`src/rtl/dlcg_pkg.sv`:
```
// ----------------------------------------------------------------------------
// dlcg_pkg
// Shared constants, types, microcode encoding and the quarter-wave sine table
// for the decaying linear chirp generator.
// ----------------------------------------------------------------------------
package dlcg_pkg;

  // Sine table and phase geometry
  localparam int SINE_TABLE_ENTRIES = 1024;
  localparam int PHASE_BITS         = 32;
  localparam int SINE_QUARTER       = SINE_TABLE_ENTRIES / 4;
  localparam int SINE_FULL          = SINE_QUARTER * 4;
  localparam int IDX_W              = $clog2(SINE_FULL);
  localparam int FULL_W             = $clog2(SINE_FULL + 1);
  localparam int IDX_PROD_W         = PHASE_BITS + FULL_W;
  localparam int ADDR_W             = $clog2(SINE_QUARTER + 1);
  localparam int QIDX_W             = $clog2(SINE_QUARTER);

  // Field widths
  localparam int INC_W    = 32;
  localparam int SINE_W   = 15;
  localparam int ENV_W    = 16;
  localparam int SAMPLE_W = 16;
  localparam int START_W  = 31;
  localparam int ISTEP_W  = 25;
  localparam int LEN_W    = 16;
  localparam int DECAY_W  = 16;
  localparam int AMP_W    = 15;
  localparam int P1_W     = SINE_W + ENV_W;
  localparam int P2_W     = P1_W + AMP_W;
  localparam int MAG_W    = P2_W - 31;

  localparam logic [ENV_W-1:0]   ENV_FULL    = 16'hFFFF;
  localparam logic [AMP_W-1:0]   AMP_RESET   = 15'd28000;
  localparam logic [LEN_W-1:0]   LEN_RESET   = 16'd1;
  localparam logic [DECAY_W-1:0] DECAY_RESET = 16'hFFFF;

  // Register file port
  localparam int PADDR_W = 5;
  localparam int PDATA_W = 32;
  localparam int RIDX_W  = PADDR_W - 2;

  localparam logic [RIDX_W-1:0] REG_START_INC = 3'd0;
  localparam logic [RIDX_W-1:0] REG_INC_STEP  = 3'd1;
  localparam logic [RIDX_W-1:0] REG_LENGTH    = 3'd2;
  localparam logic [RIDX_W-1:0] REG_DECAY     = 3'd3;
  localparam logic [RIDX_W-1:0] REG_AMPLITUDE = 3'd4;

  typedef struct packed {
    logic [START_W-1:0]        start_increment;
    logic signed [ISTEP_W-1:0] increment_step;
    logic [LEN_W-1:0]          length_samples;
    logic [DECAY_W-1:0]        decay_factor;
    logic [AMP_W-1:0]          amplitude;
  } cfg_t;

  // Microcode
  typedef logic [3:0] step_t;

  localparam step_t STEP_WAIT  = 4'd0;
  localparam step_t STEP_CHECK = 4'd1;
  localparam step_t STEP_PHASE = 4'd2;
  localparam step_t STEP_INDEX = 4'd3;
  localparam step_t STEP_QUAD  = 4'd4;
  localparam step_t STEP_SINE  = 4'd5;
  localparam step_t STEP_ENV   = 4'd6;
  localparam step_t STEP_AMP   = 4'd7;
  localparam step_t STEP_UPD   = 4'd8;
  localparam step_t STEP_EMIT  = 4'd9;

  typedef enum logic [1:0] {
    JMP_NEXT,
    JMP_WAIT_IN,
    JMP_IF_IDLE,
    JMP_WAIT_OUT
  } jmp_t;

  typedef struct packed {
    logic  accept;
    logic  ld_phase;
    logic  ld_index;
    logic  ld_addr;
    logic  ld_sine;
    logic  ld_env;
    logic  ld_amp;
    logic  ld_upd;
    logic  emit;
    jmp_t  jmp;
    step_t target;
  } ucode_t;

  // Strobes from sequencer to datapath
  typedef struct packed {
    logic accept;
    logic ld_phase;
    logic ld_index;
    logic ld_addr;
    logic ld_sine;
    logic ld_env;
    logic ld_amp;
    logic ld_upd;
    logic emit;
  } dp_ctrl_t;

  typedef struct packed {
    logic active;
    logic out_free;
  } dp_status_t;

  // Sine polynomial coefficients, Q30
  localparam logic [63:0] SIN_C1 = 64'd1686629713;
  localparam logic [63:0] SIN_C3 = 64'd693598668;
  localparam logic [63:0] SIN_C5 = 64'd85569307;
  localparam logic [63:0] SIN_C7 = 64'd5026995;
  localparam logic [63:0] SIN_C9 = 64'd172272;

  typedef logic [SINE_W-1:0] qtab_t [SINE_QUARTER];

  // One quarter-wave entry, rounded unsigned Q0.15, evaluated at elaboration only
  function automatic logic [SINE_W-1:0] quarter_sine(input int k);
    logic [63:0] x;
    logic [63:0] x2;
    logic [63:0] s;
    logic [63:0] v;
    x  = (64'(k) << 30) / 64'(SINE_QUARTER);
    x2 = (x * x) >> 30;
    s  = SIN_C9;
    s  = SIN_C7 - ((x2 * s) >> 30);
    s  = SIN_C5 - ((x2 * s) >> 30);
    s  = SIN_C3 - ((x2 * s) >> 30);
    s  = SIN_C1 - ((x2 * s) >> 30);
    v  = (x * s) >> 30;
    v  = (v + 64'd16384) >> 15;
    if (v > 64'd32767) begin
      v = 64'd32767;
    end
    return v[SINE_W-1:0];
  endfunction

  function automatic qtab_t build_qtab();
    qtab_t t;
    for (int k = 0; k < SINE_QUARTER; k++) begin
      t[k] = quarter_sine(k);
    end
    return t;
  endfunction

  localparam qtab_t              QTAB = build_qtab();
  localparam logic [SINE_W-1:0]  QTOP = quarter_sine(SINE_QUARTER);

endpackage

```
`src/rtl/dlcg_regs.sv`:
```
// ----------------------------------------------------------------------------
// dlcg_regs
// APB-style configuration register file for the chirp generator.
// ----------------------------------------------------------------------------
module dlcg_regs import dlcg_pkg::*; (
  input  logic               clk,
  input  logic               rst,
  input  logic               psel,
  input  logic               penable,
  input  logic               pwrite,
  input  logic [PADDR_W-1:0] paddr,
  input  logic [PDATA_W-1:0] pwdata,
  output logic [PDATA_W-1:0] prdata,
  output logic               pready,
  output cfg_t               cfg
);

  logic              wr_en;
  logic [RIDX_W-1:0] ridx;

  assign pready = 1'b1;
  assign wr_en  = psel & penable & pwrite;
  assign ridx   = paddr[PADDR_W-1:2];

  // Register writes
  always_ff @(posedge clk) begin
    if (rst) begin
      cfg.start_increment <= '0;
      cfg.increment_step  <= '0;
      cfg.length_samples  <= LEN_RESET;
      cfg.decay_factor    <= DECAY_RESET;
      cfg.amplitude       <= AMP_RESET;
    end else if (wr_en) begin
      unique case (ridx)
        REG_START_INC: cfg.start_increment <= pwdata[START_W-1:0];
        REG_INC_STEP:  cfg.increment_step  <= pwdata[ISTEP_W-1:0];
        REG_LENGTH:    cfg.length_samples  <= pwdata[LEN_W-1:0];
        REG_DECAY:     cfg.decay_factor    <= pwdata[DECAY_W-1:0];
        REG_AMPLITUDE: cfg.amplitude       <= pwdata[AMP_W-1:0];
        default: ;
      endcase
    end
  end

  // Read mux; step reads back sign-extended
  always_comb begin
    unique case (ridx)
      REG_START_INC: prdata = PDATA_W'(cfg.start_increment);
      REG_INC_STEP:  prdata = PDATA_W'(cfg.increment_step);
      REG_LENGTH:    prdata = PDATA_W'(cfg.length_samples);
      REG_DECAY:     prdata = PDATA_W'(cfg.decay_factor);
      REG_AMPLITUDE: prdata = PDATA_W'(cfg.amplitude);
      default:       prdata = '0;
    endcase
  end

endmodule

```
`src/rtl/dlcg_seq.sv`:
```
// ----------------------------------------------------------------------------
// dlcg_seq
// Microcode sequencer: step counter, control ROM and jump logic.
// ----------------------------------------------------------------------------
module dlcg_seq import dlcg_pkg::*; (
  input  logic       clk,
  input  logic       rst,
  input  logic       in_valid,
  output logic       in_stall,
  input  dp_status_t status,
  output dp_ctrl_t   ctl
);

  step_t  step;
  step_t  step_next;
  ucode_t word;

  // Control ROM, one word per step
  function automatic ucode_t rom(input step_t s);
    ucode_t w;
    w        = '0;
    w.jmp    = JMP_NEXT;
    w.target = STEP_WAIT;
    unique case (s)
      STEP_WAIT: begin
        w.accept = 1'b1;
        w.jmp    = JMP_WAIT_IN;
      end
      STEP_CHECK: w.jmp      = JMP_IF_IDLE;
      STEP_PHASE: w.ld_phase = 1'b1;
      STEP_INDEX: w.ld_index = 1'b1;
      STEP_QUAD:  w.ld_addr  = 1'b1;
      STEP_SINE:  w.ld_sine  = 1'b1;
      STEP_ENV:   w.ld_env   = 1'b1;
      STEP_AMP:   w.ld_amp   = 1'b1;
      STEP_UPD:   w.ld_upd   = 1'b1;
      STEP_EMIT: begin
        w.emit = 1'b1;
        w.jmp  = JMP_WAIT_OUT;
      end
      default: w.jmp = JMP_IF_IDLE;  // unused codes fall back to wait
    endcase
    return w;
  endfunction

  assign word = rom(step);

  // Gated strobes
  always_comb begin
    ctl          = '0;
    ctl.accept   = word.accept & in_valid;
    ctl.ld_phase = word.ld_phase;
    ctl.ld_index = word.ld_index;
    ctl.ld_addr  = word.ld_addr;
    ctl.ld_sine  = word.ld_sine;
    ctl.ld_env   = word.ld_env;
    ctl.ld_amp   = word.ld_amp;
    ctl.ld_upd   = word.ld_upd;
    ctl.emit     = word.emit & status.out_free;
  end

  assign in_stall = ~word.accept;

  // Next step
  always_comb begin
    step_next = step + 4'd1;
    unique case (word.jmp)
      JMP_NEXT:    step_next = step + 4'd1;
      JMP_WAIT_IN: step_next = in_valid ? step + 4'd1 : step;
      JMP_IF_IDLE: step_next = status.active ? step + 4'd1 : word.target;
      JMP_WAIT_OUT: step_next = status.out_free ? word.target : step;
      default:     step_next = STEP_WAIT;
    endcase
    if (step > STEP_EMIT) begin
      step_next = STEP_WAIT;
    end
  end

  always_ff @(posedge clk) begin
    if (rst) begin
      step <= STEP_WAIT;
    end else begin
      step <= step_next;
    end
  end

`ifndef SYNTHESIS
  // A transfer always moves on to the activity check
  a_accept_moves: assert property (@(posedge clk) disable iff (rst)
    ctl.accept |=> step == STEP_CHECK)
    else $error("sequencer did not leave wait step after transfer");

  // After a result is loaded the program returns to wait
  a_emit_returns: assert property (@(posedge clk) disable iff (rst)
    ctl.emit |=> step == STEP_WAIT)
    else $error("sequencer did not return after emit");

  // A blocked output holds the emit step
  a_emit_holds: assert property (@(posedge clk) disable iff (rst)
    (step == STEP_EMIT && !status.out_free) |=> step == STEP_EMIT)
    else $error("emit step left while output busy");
`endif

endmodule

```
`src/rtl/dlcg_datapath.sv`:
```
// ----------------------------------------------------------------------------
// dlcg_datapath
// Phase, sine lookup, envelope and amplitude datapath with output register.
// ----------------------------------------------------------------------------
module dlcg_datapath import dlcg_pkg::*; (
  input  logic                       clk,
  input  logic                       rst,
  input  cfg_t                       cfg,
  input  dp_ctrl_t                   ctl,
  input  logic                       restart,
  output dp_status_t                 status,
  output logic                       out_valid,
  input  logic                       out_stall,
  output logic signed [SAMPLE_W-1:0] sample,
  output logic                       last
);

  // Sweep state
  logic [PHASE_BITS-1:0] phase;
  logic [INC_W-1:0]      inc;
  logic [ENV_W-1:0]      env;
  logic [LEN_W-1:0]      left;
  logic                  active;

  // Per-sample working registers
  logic [IDX_W-1:0]  index;
  logic [ADDR_W-1:0] addr;
  logic              neg;
  logic [SINE_W-1:0] sine_mag;
  logic [P1_W-1:0]   p1;
  logic [MAG_W-1:0]  mag;

  logic [IDX_PROD_W-1:0] idx_prod;
  logic [IDX_W-1:0]      k_full;
  logic [1:0]            quad;
  logic [ADDR_W-1:0]     k_q;
  logic [ADDR_W-1:0]     addr_next;
  logic [SINE_W-1:0]     sine_next;
  logic [P2_W-1:0]       p2;
  logic [31:0]           env_prod;
  logic [LEN_W-1:0]      left_dec;
  logic [INC_W-1:0]      step_ext;
  logic                  out_free;

  // Full-cycle table index = (phase * FULL) >> PHASE_BITS
  assign idx_prod = IDX_PROD_W'(phase) * IDX_PROD_W'(SINE_FULL);

  // Quadrant split by compare, mirror odd quadrants
  always_comb begin
    if (index < IDX_W'(SINE_QUARTER)) begin
      quad   = 2'd0;
      k_full = index;
    end else if (index < IDX_W'(2 * SINE_QUARTER)) begin
      quad   = 2'd1;
      k_full = index - IDX_W'(SINE_QUARTER);
    end else if (index < IDX_W'(3 * SINE_QUARTER)) begin
      quad   = 2'd2;
      k_full = index - IDX_W'(2 * SINE_QUARTER);
    end else begin
      quad   = 2'd3;
      k_full = index - IDX_W'(3 * SINE_QUARTER);
    end
    k_q       = ADDR_W'(k_full);
    addr_next = quad[0] ? ADDR_W'(SINE_QUARTER) - k_q : k_q;
  end

  // Quarter table; the peak entry sits past the table proper
  assign sine_next = (addr == ADDR_W'(SINE_QUARTER)) ? QTOP : QTAB[addr[QIDX_W-1:0]];

  assign p2       = P2_W'(p1) * P2_W'(cfg.amplitude);
  assign env_prod = 32'(env) * 32'(cfg.decay_factor);
  assign left_dec = left - LEN_W'(1);
  assign step_ext = INC_W'(cfg.increment_step);
  assign out_free = ~out_valid | ~out_stall;

  assign status.active   = active;
  assign status.out_free = out_free;

  // Sweep state: restart load and per-sample update
  always_ff @(posedge clk) begin
    if (rst) begin
      phase  <= '0;
      inc    <= '0;
      env    <= ENV_FULL;
      left   <= '0;
      active <= 1'b0;
    end else if (ctl.accept && restart) begin
      phase  <= '0;
      inc    <= INC_W'(cfg.start_increment);
      env    <= ENV_FULL;
      left   <= cfg.length_samples;
      active <= (cfg.length_samples != '0);
    end else begin
      if (ctl.ld_phase) begin
        phase <= phase + inc[INC_W-1 -: PHASE_BITS];
      end
      if (ctl.ld_upd) begin
        inc    <= inc + step_ext;
        env    <= env_prod[31:16];
        left   <= left_dec;
        active <= (left_dec != '0);
      end
    end
  end

  // Working registers, one multiply per step
  always_ff @(posedge clk) begin
    if (ctl.ld_index) begin
      index <= idx_prod[PHASE_BITS +: IDX_W];
    end
    if (ctl.ld_addr) begin
      addr <= addr_next;
      neg  <= quad[1];
    end
    if (ctl.ld_sine) begin
      sine_mag <= sine_next;
    end
    if (ctl.ld_env) begin
      p1 <= P1_W'(sine_mag) * P1_W'(env);
    end
    if (ctl.ld_amp) begin
      mag <= p2[P2_W-1:31];  // magnitude stays below 2^15, no clipping needed
    end
  end

  // Output register
  always_ff @(posedge clk) begin
    if (rst) begin
      out_valid <= 1'b0;
    end else if (ctl.emit) begin
      out_valid <= 1'b1;
    end else if (!out_stall) begin
      out_valid <= 1'b0;
    end
  end

  always_ff @(posedge clk) begin
    if (ctl.emit) begin
      sample <= neg ? SAMPLE_W'(0) - SAMPLE_W'(mag) : SAMPLE_W'(mag);
      last   <= ~active;
    end
  end

`ifndef SYNTHESIS
  // A loaded result is presented on the next cycle
  a_emit_valid: assert property (@(posedge clk) disable iff (rst)
    ctl.emit |=> out_valid)
    else $error("result not presented after emit");

  // A restart with a nonzero length starts a sweep
  a_restart_active: assert property (@(posedge clk) disable iff (rst)
    (ctl.accept && restart && cfg.length_samples != '0) |=> active)
    else $error("sweep not started on restart");

  // Emit never overwrites a result still waiting
  a_no_overwrite: assert property (@(posedge clk) disable iff (rst)
    ctl.emit |-> (!out_valid || !out_stall))
    else $error("output overwritten while stalled");
`endif

endmodule

```
`src/rtl/decaying_linear_chirp_generator.sv`:
```
// ----------------------------------------------------------------------------
// decaying_linear_chirp_generator
// Linear chirp with exponential envelope, at most one sample per tick transfer.
// ----------------------------------------------------------------------------
// Each tick transfer on the input channel yields at most one sample. A tick
// with restart set begins a sweep of length_samples samples; ticks while no
// sweep runs give no result, only passing the activity check. A sample is
// loaded into the output register after the phase, index, quadrant, sine,
// envelope, amplitude and update steps, once emit finds the output free; the
// ten-step microcode program runs the shared datapath one multiply per step.
// The next tick can be taken in the cycle after the load, never while a
// sample is in work, so a stalled output only holds the block when a second
// result is ready. The last flag marks the final sample of a sweep. The user
// must write registers through the APB port only while the block is idle;
// the block itself does not enforce this.
// ----------------------------------------------------------------------------
module decaying_linear_chirp_generator import dlcg_pkg::*; (
  input  logic                       clk,
  input  logic                       rst,
  // Configuration port
  input  logic                       psel,
  input  logic                       penable,
  input  logic                       pwrite,
  input  logic [PADDR_W-1:0]         paddr,
  input  logic [PDATA_W-1:0]         pwdata,
  output logic [PDATA_W-1:0]         prdata,
  output logic                       pready,
  // Tick input
  input  logic                       in_valid,
  output logic                       in_stall,
  input  logic                       restart,
  // Sample output
  output logic                       out_valid,
  input  logic                       out_stall,
  output logic signed [SAMPLE_W-1:0] sample,
  output logic                       last
);

  cfg_t       cfg;
  dp_ctrl_t   ctl;
  dp_status_t status;

  dlcg_regs u_regs (
    .clk     (clk),
    .rst     (rst),
    .psel    (psel),
    .penable (penable),
    .pwrite  (pwrite),
    .paddr   (paddr),
    .pwdata  (pwdata),
    .prdata  (prdata),
    .pready  (pready),
    .cfg     (cfg)
  );

  dlcg_seq u_seq (
    .clk      (clk),
    .rst      (rst),
    .in_valid (in_valid),
    .in_stall (in_stall),
    .status   (status),
    .ctl      (ctl)
  );

  dlcg_datapath u_dp (
    .clk       (clk),
    .rst       (rst),
    .cfg       (cfg),
    .ctl       (ctl),
    .restart   (restart),
    .status    (status),
    .out_valid (out_valid),
    .out_stall (out_stall),
    .sample    (sample),
    .last      (last)
  );

endmodule
```
`config.mk`:
```
export PLATFORM = sky130hd
export DESIGN_NAME = decaying_linear_chirp_generator
export DESIGN_NICKNAME = d
export VERILOG_FILES = /design/src/rtl/dlcg_pkg.sv /design/src/rtl/dlcg_regs.sv /design/src/rtl/dlcg_seq.sv /design/src/rtl/dlcg_datapath.sv /design/src/rtl/decaying_linear_chirp_generator.sv
export SDC_FILE = /design/constraint.sdc
export NUM_CORES = 2
export LEC_CHECK = 0
export ABC_AREA = 1
export ABC_CLOCK_PERIOD_IN_PS = 5700
export BUFFER_PORTS_ARGS = -buffer_cell sky130_fd_sc_hd__buf_2
export CELL_PAD_IN_SITES_DETAIL_PLACEMENT = 1
export CELL_PAD_IN_SITES_GLOBAL_PLACEMENT = 1
export CORE_MARGIN = 4
export CORE_UTILIZATION = 44
export DETAILED_ROUTE_END_ITERATION = 16
export PLACE_DENSITY_LB_ADDON = 0.12
export SYNTH_ARGS = -nofsm -noshare
export SYNTH_HDL_FRONTEND = slang
export SYNTH_SLANG_ARGS = --single-unit
```
`constraint.sdc`:
```
create_clock -name clk -period 5.7 [get_ports clk]
set_clock_uncertainty 0.15 [all_clocks]
set_input_delay 1.14 -clock clk [delete_from_list [all_inputs] [get_ports clk]]
set_output_delay 1.14 -clock clk [all_outputs]
set_load 0.01 [all_outputs]
```
==> impl_metrics.tcl <==
set metrics [dict create \
    grt_pass1_vias 53870 \
    cpPeakStageDelay_ps 600 \
    synth_top_cell_by_area "fa_1" \
    grt-ovfl-total 0 \
    synthToLayoutAreaGrowth_pct 22.45 \
    powerDensity_nw_per_um2 343.8 \
    final_cells 9098 \
    drt_iter0_drc 3250 \
    wire_per_inst_um 23.13 \
    dp.cells 8880 \
    insertion_delay_ps 640 \
    coreArea_um2 115000 \
    outcome "finished, violations left" \
    synth_mux_area_frac 0 \
    async_flop_share 0 \
    cap_violations 0 \
    grt_max_degree 107 \
    synth_edf_count 98 \
    routed_wl_um 210400 \
    setup.worst_path.start_class "register" \
    synth-compound-area-share 0.1051 \
    vias_per_cell 5.513 \
    synth_xor_area_frac 0.01573 \
    p_comb_frac 0.753 \
    cts.clk_slew.worst_paths_ps 60 \
    slew_violations 0 \
    synth-seq-cells 303 \
    dp_hpwl_um 154200 \
    p_switching_mw 10.52 \
    final_antenna_net_count 0 \
    hold-worst-slack_ps 318.9 \
    grt_pass1_wl_um 302600 \
    gp_congestion 0.9665 \
    crit_slowest_cell "fa_1" \
    p_int_mw 11.05 \
    rsz0062_at_grt "true" \
    htreeDepth 2 \
    pwr-share-clk 0.123 \
    rows 124 \
    syn_avg_cell_area_um2 7.207 \
    rr_worst_depth 25 \
    yosys-top-cells-area "fa_1, nand2_1, inv_1" \
    port_buffers 92 \
    yosys_most_used_dff "dfxtp_1" \
    reg2reg_from "u_regs.cfg[3]" \
    syn_nets 8298 \
    drtPass1Iterations 6 \
    min_path_cells 0 \
    endpoint_kind "register" \
    most-common-layout-cells "nand2_1, inv_1, fa_1, buf_4, nor2_1" \
    sw_frac_of_total 0.4877 \
    syn_area_um2 51240 \
    die_w_um 349.2 \
    cpMostUsedCell "fa_1" \
    ir_drop_mv 0.4851 \
    vias 50160 \
    synth_top_area_share 0.2926 \
    fmax_mhz 167.7 \
    finalNetCount 8740 \
    layout_min_cycle_time_ps 5963 \
    antenna_found_initial 18 \
    r2r_slack_ps -260 \
    cts_made_buffers 40 \
    yosys.area_share.adder 0.3891 \
    relSlewSlack 0.2448 \
    min_to "u_dp.neg" \
    finalCritPeriodShare 1.046 \
    synth_top_family_by_area "adder cells" \
    root_buffer "clkbuf_16" \
    p_seq_frac 0.124 \
    critPathKind "register to register" \
    timing.rr.end "u_dp.mag[13]" \
    grt_use_total 0.3175 \
    cp_max_fo 12 \
    synth-simple-area-share 0.2083 \
    seq_area_frac_synth 0.1375 \
    drc_errors 0 \
    final_common_cell "nand2_1" \
    cts_tree "yes" \
    clockBufferDepth 3 \
    p_leak_nw 33.71 \
    start_util 0.4457 \
    fill_cells 14280 \
    setup_violations 32 \
    drive_above_1_share 0.1936 \
    fin_ws_ps -263.2 \
    dieArea_um2 122000 \
    arrival_ps 6170 \
    hold_viol_final 0 \
    holdCritStartpoint "u_dp.index[9]" \
    cts.sinks 303 \
    worstHoldPathType "register to register" \
    io_pins 97 \
    yosys_warnings 0 \
    violations "negative setup slack" \
    die_h_um 349.2 \
    postCtsHoldBufs 0 \
    max_slew.worst_pin.slew_ps 1121 \
    synthCells 7109 \
    required_ps 5910 \
    yosysUniqueCellTypes 57 \
]
through the flow:
step / utilization / setup TNS [ps] / worst slack (ps) / area [µm²] / power, mW
floorplan: - / 0 / 29.24 / 51240 / 9.082
global placement: 0.4920 / -3139 / -234.7 / 56560 / 13.37
detailed placement: 0.4920 / -7365 / -426.5 / 56560 / 13.71
CTS: 0.5171 / -1427 / -137.5 / 59450 / 17.78
global route: 0.5457 / -11560 / -504.8 / 62740 / 22.95
finish: 0.5457 / -4413 / -263.2 / 62740 / 21.57
how the worst max path moves through the flow:
stage                                start      endpoint  slack (ps)  depth (start not counted)
after floorplan           u_dp.sine_mag[6]   u_dp.p1[28]          30                         23
final                        u_regs.cfg[3]  u_dp.mag[13]        -260                         25
after detailed placement      u_dp.env[14]   u_dp.p1[26]        -430                         20
after global placement        u_dp.env[14]   u_dp.p1[26]        -230                         20
after CTS                    u_regs.cfg[1]   u_dp.mag[1]        -140                         24
after global routing         u_regs.cfg[3]  u_dp.mag[13]        -500                         25
Yosys cell counts, drive strengths merged, types with 72 or more instances:
| library cell | n |
|---|---|
| nand2 | 1846 |
| inv | 1623 |
| dfxtp | 205 |
| nor2 | 495 |
| o21ai | 381 |
| xor2 | 72 |
| nand3 | 200 |
| clkbuf | 246 |
| a21oi | 351 |
| ha | 395 |
| edfxtp | 98 |
| fa | 749 |
flip-flops by register name, indices dropped and copies added (netlist names), 4 cells and up:
signal / flops
u_dp.phase: 32
u_dp.left: 16
u_dp.p1: 31
u_seq.step: 4
u_dp.mag: 15
u_dp.env: 16
u_regs.cfg: 103
u_dp.sine_mag: 15
u_dp.inc: 32
u_dp.addr: 9
u_dp.index: 10
u_dp.sample: 16
worst max-delay path: cells and delay by family (launching register included):
kind	cells	cell delay (ps)
AOI/OAI and AO/OA	1	290
xor gates and xnor gates	1	120
adders and majority gates	7	3270
buffers and inverters	10	900
DFF	1	410
and+or+nand+nor	6	540
layout make-up:
class / instances / area, µm² / area share
Inverter: 1625 / 6105 / 0.09730
Tap cell: 1512 / 1892 / 0.03015
Clock inverter: 22 / 239.0 / 0.003809
Antenna cell: 4 / 10.01 / 0.0001595
Multi-Input combinational cell: 4872 / 39640 / 0.6319
Timing Repair Buffer: 709 / 6623 / 0.1056
Sequential cell: 303 / 7146 / 0.1139
Clock buffer: 51 / 1082 / 0.01725
cell families after synthesis:
group	Yosys count
xor+xnor	92
simple gates	2675
buf+inv	1934
other cells	1
compound gates	960
flops	303
fa+ha+maj	1144
power by group through the flow:
| stage | logic (mW) | registers [mW] | clock network [mW] |
|---|---|---|---|
| 2_1_floorplan | 6.42 | 2.66 | 0 |
| 3_3_place_gp | 10.6 | 2.72 | 0 |
| 3_5_place_dp | 11.0 | 2.73 | 0 |
| 4_1_cts | 12.4 | 2.68 | 2.68 |
| 5_1_grt | 17.5 | 2.69 | 2.77 |
| 6_report | 16.2 | 2.68 | 2.65 |
routing by layer:
metal / GRT usage / routed length [µm] / up-vias
met3: 0.03617 / 10660 / 542
met2: 0.5658 / 104900 / 1523
met4: 0.1071 / 10340 / 8
met5: 0 / 54 / -
li1: - / - / 22460
met1: 0.4002 / 84440 / 25620
timing repair:
item,4_1_cts,5_1_grt
resized for setup,280,674
cloned,10,13
setup endpoints to repair,42,46
setup buffers,31,91
pin swaps,91,330
No activity file was read; power rests on OpenSTA's default activity.
